[src/design/sum_tree_weighted_sampler_assert.svh]
// Assertion macros used by the sum tree sampler top level.
`ifndef SUM_TREE_WEIGHTED_SAMPLER_ASSERT_SVH
`define SUM_TREE_WEIGHTED_SAMPLER_ASSERT_SVH

// Same-cycle implication, checked on every rising clock edge outside reset.
`define STWS_ASSERT_IMP(name, ante, cons, msg) \
    name: assert property (@(posedge clk) disable iff (!rst_n) (ante) |-> (cons)) \
        else $error(msg);

// Next-cycle implication.
`define STWS_ASSERT_NXT(name, ante, cons, msg) \
    name: assert property (@(posedge clk) disable iff (!rst_n) (ante) |=> (cons)) \
        else $error(msg);

`endif

[src/design/stws_pkg.sv]
// Types, codes and constants of the sum tree weighted sampler.
package stws_pkg;

    typedef struct packed {
        logic [1:0]  op;
        logic [9:0]  leaf_select;
        logic [31:0] new_weight;
        logic [31:0] random_fraction;
    } item_t;

    typedef struct packed {
        logic [9:0]  leaf_index;
        logic [31:0] leaf_weight;
        logic [41:0] total_weight;
        logic [1:0]  status;
    } result_t;

    // Operation codes; any other code is treated as a leaf read.
    localparam logic [1:0] OP_WRITE = 2'd0;
    localparam logic [1:0] OP_DRAW  = 2'd1;

    localparam logic [1:0] STATUS_OK    = 2'd0;
    localparam logic [1:0] STATUS_EMPTY = 2'd1;
    localparam logic [1:0] STATUS_RANGE = 2'd2;

    // Configuration port
    localparam int         APB_ADDR_BITS        = 2;
    localparam int         COUNT_BITS           = 11;
    localparam logic [1:0] ADDR_INSTANCE_COUNT  = 2'd0;
    localparam logic [10:0] INSTANCE_COUNT_RESET = 11'd1024;

    typedef enum logic [3:0] {
        DP_NOP,
        DP_CLEAR,
        DP_LOAD,
        DP_LEAF_RD,
        DP_LEAF_CAP,
        DP_UP_RD,
        DP_UP_ADD,
        DP_MUL_LO,
        DP_MUL_HI,
        DP_MUL_ADD,
        DP_DN_RD,
        DP_DN_STEP
    } dp_cmd_t;

    typedef enum logic [3:0] {
        ST_CLEAR,
        ST_IDLE,
        ST_CHECK,
        ST_LEAF_CAP,
        ST_UP_RD,
        ST_UP_ADD,
        ST_MUL_LO,
        ST_MUL_HI,
        ST_MUL_ADD,
        ST_DESC,
        ST_DESC_STEP,
        ST_FINISH
    } state_t;

    typedef struct packed {
        logic is_draw;
        logic is_read;
        logic skip;
        logic at_leaf;
        logic at_root;
        logic clr_last;
    } dp_sts_t;

endpackage

[src/design/stws_ctrl.sv]
// Control state machine of the sum tree sampler.
module stws_ctrl (
    input  logic              clk,
    input  logic              rst_n,
    input  logic              item_valid,
    output logic              item_ready,
    input  logic              slot_free,
    output logic              out_load,
    input  stws_pkg::dp_sts_t sts,
    output stws_pkg::dp_cmd_t cmd
);

    stws_pkg::state_t state_reg;
    stws_pkg::state_t state_next;

    always_ff @(posedge clk or negedge rst_n)
    begin
        if (!rst_n)
        begin
            state_reg <= stws_pkg::ST_CLEAR;
        end
        else
        begin
            state_reg <= state_next;
        end
    end

    always_comb
    begin
        state_next = state_reg;
        cmd        = stws_pkg::DP_NOP;
        item_ready = 1'b0;
        out_load   = 1'b0;
        unique case (state_reg)
            stws_pkg::ST_CLEAR:
            begin
                cmd = stws_pkg::DP_CLEAR;
                if (sts.clr_last)
                begin
                    state_next = stws_pkg::ST_IDLE;
                end
            end
            stws_pkg::ST_IDLE:
            begin
                item_ready = 1'b1;
                if (item_valid)
                begin
                    cmd        = stws_pkg::DP_LOAD;
                    state_next = stws_pkg::ST_CHECK;
                end
            end
            stws_pkg::ST_CHECK:
            begin
                priority if (sts.skip)
                begin
                    state_next = stws_pkg::ST_FINISH;
                end
                else if (sts.is_draw)
                begin
                    state_next = stws_pkg::ST_MUL_LO;
                end
                else
                begin
                    cmd        = stws_pkg::DP_LEAF_RD;
                    state_next = stws_pkg::ST_LEAF_CAP;
                end
            end
            stws_pkg::ST_LEAF_CAP:
            begin
                cmd        = stws_pkg::DP_LEAF_CAP;
                state_next = sts.is_read ? stws_pkg::ST_FINISH : stws_pkg::ST_UP_RD;
            end
            stws_pkg::ST_UP_RD:
            begin
                cmd        = stws_pkg::DP_UP_RD;
                state_next = sts.at_root ? stws_pkg::ST_FINISH : stws_pkg::ST_UP_ADD;
            end
            stws_pkg::ST_UP_ADD:
            begin
                cmd        = stws_pkg::DP_UP_ADD;
                state_next = stws_pkg::ST_UP_RD;
            end
            stws_pkg::ST_MUL_LO:
            begin
                cmd        = stws_pkg::DP_MUL_LO;
                state_next = stws_pkg::ST_MUL_HI;
            end
            stws_pkg::ST_MUL_HI:
            begin
                cmd        = stws_pkg::DP_MUL_HI;
                state_next = stws_pkg::ST_MUL_ADD;
            end
            stws_pkg::ST_MUL_ADD:
            begin
                cmd        = stws_pkg::DP_MUL_ADD;
                state_next = stws_pkg::ST_DESC;
            end
            stws_pkg::ST_DESC:
            begin
                // read the leaf once reached, else the left child
                if (sts.at_leaf)
                begin
                    cmd        = stws_pkg::DP_LEAF_RD;
                    state_next = stws_pkg::ST_LEAF_CAP;
                end
                else
                begin
                    cmd        = stws_pkg::DP_DN_RD;
                    state_next = stws_pkg::ST_DESC_STEP;
                end
            end
            stws_pkg::ST_DESC_STEP:
            begin
                cmd        = stws_pkg::DP_DN_STEP;
                state_next = stws_pkg::ST_DESC;
            end
            stws_pkg::ST_FINISH:
            begin
                // hold until the result register is free
                if (slot_free)
                begin
                    out_load   = 1'b1;
                    state_next = stws_pkg::ST_IDLE;
                end
            end
            default:
            begin
                state_next = stws_pkg::ST_IDLE;
            end
        endcase
    end

endmodule

[config.mk]
export PLATFORM = sky130hd
export DESIGN_NAME = stws_ctrl
export DESIGN_NICKNAME = d
export VERILOG_FILES = /design/src/design/sum_tree_weighted_sampler_assert.svh /design/src/design/stws_pkg.sv /design/src/design/stws_ctrl.sv
export SDC_FILE = /design/constraint.sdc
export NUM_CORES = 1
export LEC_CHECK = 0
export ABC_AREA = 0
export BUFFER_PORTS_ARGS = -buffer_cell sky130_fd_sc_hd__buf_2
export CAP_MARGIN = 20
export CORE_MARGIN = 5
export CORE_UTILIZATION = 35
export DETAILED_ROUTE_END_ITERATION = 8
export PLACE_DENSITY = 0.65
export REMOVE_ABC_BUFFERS = 1
export SLEW_MARGIN = 20
export SYNTH_ARGS = -nofsm -noshare
export SYNTH_HDL_FRONTEND = slang
export SYNTH_SLANG_ARGS = --single-unit
[constraint.sdc]
create_clock -name clk -period 1.6 [get_ports clk]
set_input_delay 0.16 -clock clk [delete_from_list [all_inputs] [get_ports clk]]
set_output_delay 0.16 -clock clk [all_outputs]
set_load 0.02 [all_outputs]
==> results.tsv, run 1 <==
stage	metric	value	unit
cells_and_area	Nets	99	
die	Site Rows	13	
cells_and_area	Post-Layout Cell Count	102	
detailed_routing	Vias per Instance	5.431	
grt	total track usage	0.1340	
grt	first-pass GRT wire length	2083	µm
clocking	clk buf depth	2	
grt	vias in the first global route	475	
synth	Synth top area share	0.2128	
setup_path	FF-to-FF Start	state_reg[2]	
clocking	CTS tree	yes	
die	Die X	46.66	µm
sta	Slew @ Worst Pin	266.0	ps
sta	RSZ-0062 raised after global routing	true	
detailed_routing	DR iter-0 viols	10	
power_and_ir_drop	power density over cell area	1973	nW/µm²
placement	Routability Congestion	0.7768	
cells_and_area	Layout area overhead	42.55	%
synth	post-synthesis mux area share	0.02128	
clocking	cts bufs inserted	3	
synth	post-synthesis adder-cell area fraction	0	
synth	simple-gate share of the synthesized area	0.3378	
setup_path	Crit Path Max Fanout	8	
setup_path	Startpoint Class	flip-flop	
cells_and_area	final instance area	670.6	µm²
grt	Congestion Overflow GR	0	
detailed_routing	Vias	554	
setup_path	reg-to-reg slack, setup	220	ps
sta	Max Slew Vio Count	0	
detailed_routing	ANT nets after route	0	
clocking	clock-pin transition on the worst setup and hold timing paths	40	ps
cells_and_area	layout cells sized above 1	0.4483	
setup_path	kind of critical path	reg2out	
synth	synth unique cells	30	
placement	# port buffers	15	
synth	Syn Area/Cell	7.467	µm²
die	core box area	1285	µm²
cells_and_area	# fillers	136	
setup_path	crit end category	output pin	
synth	total of warnings raised by yosys	0	
synth	XOR/XNOR share of the synthesized area	0.01862	
clocking	clk root buf	clkbuf_4	
sta	FMAX	638.6	MHz
clocking	Worst-Skew Late Latency	240	ps
synth	Gate Count Post-Synth	63	
die	Die H	46.66	µm
synth	Yosys top cell by area	dfrtp_1	
die	initial core utilization	0.3661	
setup_path	FF-to-FF End	state_reg[1]	
die	Boundary Pins	16	
sta	final setup violation count	0	
setup_path	Worst Reg-to-Reg Cells	5	
grt	initial antenna violation count	0	
sta	ratio of final minimum period to clock period	0.9787	
detailed_routing	total wire length	1367	µm
sta	relative slew slack	0.8227	
grt	maximum number of pins on one net before global-route repair	14	
synth	Seq/Total Area, Yosys	0.2128	
synth	Synth Area in Compound Gates	0.3271	
clocking	clock sink total	4	
placement	Post-DP HPWL	930.9	µm
synth	#FFs+latches synth	4	
cells_and_area	Ant. Diodes	0	
cells_and_area	Largest register FFs	4	
detailed_routing	drt wl/cell	13.40	µm
setup_path	Worst Path Arrival	1410	ps
power_and_ir_drop	Max IR drop VDD	0.0005729	V
synth	synth top area cells	dfrtp_1, nand2b_1, a21oi_1, a211oi_2, nor3_1	
cells_and_area	commonest non-fill, non-tap cell in the layout	buf_2	
detailed_routing	Remaining DRCs	0	
sta	Final Hold Viols	0	
synth	synthesized area	470.5	µm²
job	Max-Cap Viols	0	
worst_hold_path	Hold Path Class	in2async	
die	Die Footprint	2177	µm²
placement	placed cell count	92	
setup_path	WP data required	1440	ps
clocking	number of H-tree levels	1	
sta	clock period minus worst slack	1566	ps
run_status	status	finished clean	
power_and_ir_drop	Leak	0.0003127	µW
sta	clk_skew	9.632	ps
synth	main combinational cell family by area after synthesis	simple AND/OR/NAND/NOR gates	
cells_and_area	commonest cells after routing, fill and taps aside	buf_2, buf_4, nand2b_1, nor2_1	
placement	Post-DP Area	566.8	µm²
detailed_routing	Initial DRT Pass Iterations	4	
## cell usage after synthesis
master	number
o31ai_1	2
buf_2	4
nor4_4	1
and3_1	1
o221ai_1	1
a211o_1	1
a21oi_1	6
o21ai_1	1
o21a_1	2
nand2_1	2
nand2_2	1
or3_1	1
a22o_1	1
nand3b_1	1
o21ai_0	2
a211oi_2	2
a32oi_1	1
a31oi_1	1
buf_4	1
inv_2	2
nor3_1	5
mux2i_1	1
nor2_1	6
xor2_1	1
dfrtp_1	4
o22ai_1	2
nand2b_1	6
inv_1	1
and2_1	1
nor2b_1	2
## worst max-delay path by stage
stage / startpoint / endpoint / slack [ps] / cells after the start
2_1_floorplan: state_reg[2] / cmd[0] / 130 / 3
3_3_place_gp: state_reg[0] / cmd[0] / 170 / 5
3_5_place_dp: state_reg[2] / state_reg[0] / 180 / 4
4_1_cts: state_reg[3] / cmd[1] / 6 / 4
5_1_grt: state_reg[3] / cmd[1] / -20 / 4
6_report: state_reg[3] / cmd[1] / 30 / 4
## report_power, final
part,switching [µW],leakage [µW],internal [µW]
combinational,486,0.000254,447
clock,41.2,0.0000138,83.9
sequential,111,0.0000454,153
total,638,0.000313,685
## per-layer routing
| layer | share of wire | global-route usage |
|---|---|---|
| met5 | 0 | 0 |
| met4 | 0 | 0.04972 |
| met3 | 0.061 | 0.03906 |
| met2 | 0.49 | 0.2088 |
| met1 | 0.45 | 0.1732 |
## logic make-up after synthesis
kind of cell,Yosys count
xor gates and xnor gates,1
AOI/OAI and AO/OA,22
muxes,1
DFF,4
and+or+nand+nor,27
buffers and inverters,8
## critical path: stages, from the launching register on
cell and delay (ps):
dfrtp_2 450, or3_4 400, a21oi_2 130, nor2_1 40, buf_2 150
## final cells by class
cell class / count / area, µm² / share of cell area
sequential: 4 / 105.1 / 0.1567
inverter: 3 / 18.77 / 0.02799
clock buffer: 3 / 22.52 / 0.03358
timing repair buffer: 26 / 165.2 / 0.2463
tap: 15 / 18.77 / 0.02799
multi-input combinational: 51 / 340.3 / 0.5075
## per-stage QoR
step | TNS (ps) | power (µW) | setup WS, ps | hold slack [ps] | util
2_1_floorplan | 0 | 798.0 | 128.2 | -135.6 | -
3_3_place_gp | 0 | 1043 | 171.0 | -33.56 | 0.4411
3_5_place_dp | 0 | 1048 | 176.9 | -32.54 | 0.4411
4_1_cts | 0 | 1238 | 6.229 | 244.5 | 0.4839
5_1_grt | -24.82 | 1442 | -24.82 | 254.4 | 0.5219
6_report | 0 | 1323 | 34.02 | 253.0 | 0.5219
## what timing repair did
item	in CTS	in global routing
hold buffers	1	0
cloned	0	0
setup endpoints to repair	4	2
hold endpoints to repair	4	0
resized for setup	5	4
setup buffers	2	4
No activity file was read; power rests on OpenSTA's default activity.
==> run 2: changes to the inputs <==
- REMOVE_ABC_BUFFERS: 1 -> not set
==> run 2 against run 1 <==
  * Setup slack gained 18 ps
  * Global-route usage shrank 0.33 points
  * Sequential share of layout area grew 0.30 points
  * Flip-flop and latch count is the same
  * Die area is the same
  * Combinational power shrank 0.4%
  * Via count shrank 7.0%
  * Clock power is essentially flat
  * First-iteration DRC count shrank 70%
  * Design area shrank 1.9%
  * Critical path type unchanged
  * Critical endpoint unchanged
  * Largest power group unchanged
==> results.tsv, run 2 (synthesized netlist as in run 1, its figures left out) <==
stage	metric	value	unit
cells_and_area	Largest register FFs	4	
die	Die X	46.66	µm
power_and_ir_drop	combinational share of power	0.720	
placement	Routability Congestion	0.8324	
detailed_routing	Remaining DRCs	0	
detailed_routing	ANT nets after route	0	
setup_path	crit end category	output pin	
grt	GR Util met3	0.04688	
worst_hold_path	Hold Path Class	in2async	
clocking	number of H-tree levels	1	
sta	FMAX	646.0	MHz
sta	Final Hold Viols	0	
sta	RSZ-0062 raised after global routing	true	
detailed_routing	Vias	515	
power_and_ir_drop	Max IR drop VDD	0.001022	V
sta	Slew @ Worst Pin	244.5	ps
power_and_ir_drop	Seq pwr share	0.185	
grt	total track usage	0.1307	
detailed_routing	total wire length	1223	µm
detailed_routing	Initial DRT Pass Iterations	3	
die	core box area	1285	µm²
detailed_routing	drt wl/cell	11.99	µm
sta	final setup violation count	0	
clocking	clock sink total	4	
setup_path	Startpoint Class	flip-flop	
cells_and_area	Layout area overhead	39.89	%
placement	# port buffers	15	
job	Max-Cap Viols	0	
cells_and_area	Post-Layout Cell Count	102	
die	Die H	46.66	µm
clocking	CTS tree	yes	
clocking	cts bufs inserted	3	
setup_path	FF-to-FF End	state_reg[0]	
setup_path	Worst Path Arrival	1390	ps
power_and_ir_drop	Leak	0.0003007	µW
run_status	status	finished clean	
grt	GR Layer Usage met2	0.2033	
power_and_ir_drop	Internal	672.0	µW
die	Die Footprint	2177	µm²
power_and_ir_drop	Clock Power Share	0.096	
grt	Congestion Overflow GR	0	
setup_path	FF-to-FF Start	state_reg[2]	
setup_path	reg-to-reg slack, setup	210	ps
power_and_ir_drop	power density over cell area	1962	nW/µm²
grt	vias in the first global route	485	
synth	syn nets	73	
grt	GR peak layer	met2	
power_and_ir_drop	switching portion of total power	0.4795	
clocking	clk buf depth	2	
die	Site Rows	13	
detailed_routing	DR iter-0 viols	3	
placement	Post-DP HPWL	898.1	µm
grt	maximum number of pins on one net before global-route repair	14	
setup_path	Crit Path Max Fanout	5	
die	Boundary Pins	16	
grt	GR Util met1	0.1705	
cells_and_area	commonest non-fill, non-tap cell in the layout	buf_2	
setup_path	kind of critical path	reg2out	
setup_path	Worst Reg-to-Reg Cells	5	
clocking	clk root buf	clkbuf_4	
clocking	clock-pin transition on the worst setup and hold timing paths	40	ps
power_and_ir_drop	total chip power	1291	µW
sta	clk_skew	4.675	ps
power_and_ir_drop	Sw Pwr	619.0	µW
die	initial core utilization	0.3661	
cells_and_area	layout cells sized above 1	0.4598	
cells_and_area	Nets	99	
sta	Max Slew Vio Count	0	
sta	relative slew slack	0.8370	
grt	initial antenna violation count	0	
sta	clock period minus worst slack	1548	ps
sta	ratio of final minimum period to clock period	0.9675	
detailed_routing	Vias per Instance	5.049	
clocking	Worst-Skew Late Latency	240	ps
grt	first-pass GRT wire length	2001	µm
setup_path	WP data required	1440	ps
cells_and_area	Ant. Diodes	0	
cells_and_area	commonest cells after routing, fill and taps aside	buf_2, buf_4, nand2b_1, nor2_1	
placement	placed cell count	93	
==> run 2: final cells by class <==
cell class,count,area (µm²)
sequential,4,105.1
tap,15,18.77
inverter,3,13.76
clock buffer,3,22.52
timing repair buffer,26,157.7
multi-input combinational,51,340.3
fill,133,626.9
==> run 2: routing by layer <==
layer  vias to the layer above  routed length (µm)
li1                        278                   -
met1                       226                 590
met2                        11                 573
met3                         0                  59
met4                         0                   0
met5                         -                   0
==> run 2: through the flow <==
stage | util | setup TNS, ps | cell area, µm² | worst slack (ps) | hold WS, ps
2_1_floorplan | - | 0 | 470.5 | 200.4 | -135.6
3_3_place_gp | 0.4469 | 0 | 574.3 | 200.9 | -32.73
3_5_place_dp | 0.4469 | 0 | 574.3 | 198.9 | -32.62
4_1_cts | 0.4927 | 0 | 633.1 | 10.93 | 249.8
5_1_grt | 0.5122 | -12.18 | 658.1 | -11.89 | 247.3
6_report | 0.5122 | 0 | 658.1 | 51.93 | 257.1
==> run 2: how the worst max path moves through the flow <==
stage / start / end / slack, ps / cells after the start
after global routing: state_reg[3] / cmd[1] / -10 / 4
after detailed placement: state_reg[2] / cmd[1] / 200 / 4
final: state_reg[3] / cmd[1] / 50 / 4
after CTS: state_reg[2] / cmd[1] / 10 / 4
after global placement: state_reg[2] / state_reg[0] / 200 / 4
after floorplan: state_reg[0] / cmd[0] / 200 / 5
==> run 2: power groups by stage <==
stage               Combinational, µW  Sequential [µW]  Clock, µW
global placement                  800              255          0
global route                     1020              251        146
finish                            929              239        123
detailed placement                806              259          0
floorplan                         680              169          0
CTS                               863              249        129
==> run 2: timing repair <==
action | CTS | global route
hold buffers | 1 | 0
setup endpoints to repair | 3 | 3
endpoints found under the hold margin | 4 | 0
buffers inserted | 3 | 2
gates resized for setup | 3 | 4
==> run 2: worst max-delay path, stage by stage (launching register included) <==
cell and delay [ps]:
dfrtp_2 430, or3_4 400, a21oi_2 130, nor2_1 50, buf_2 150
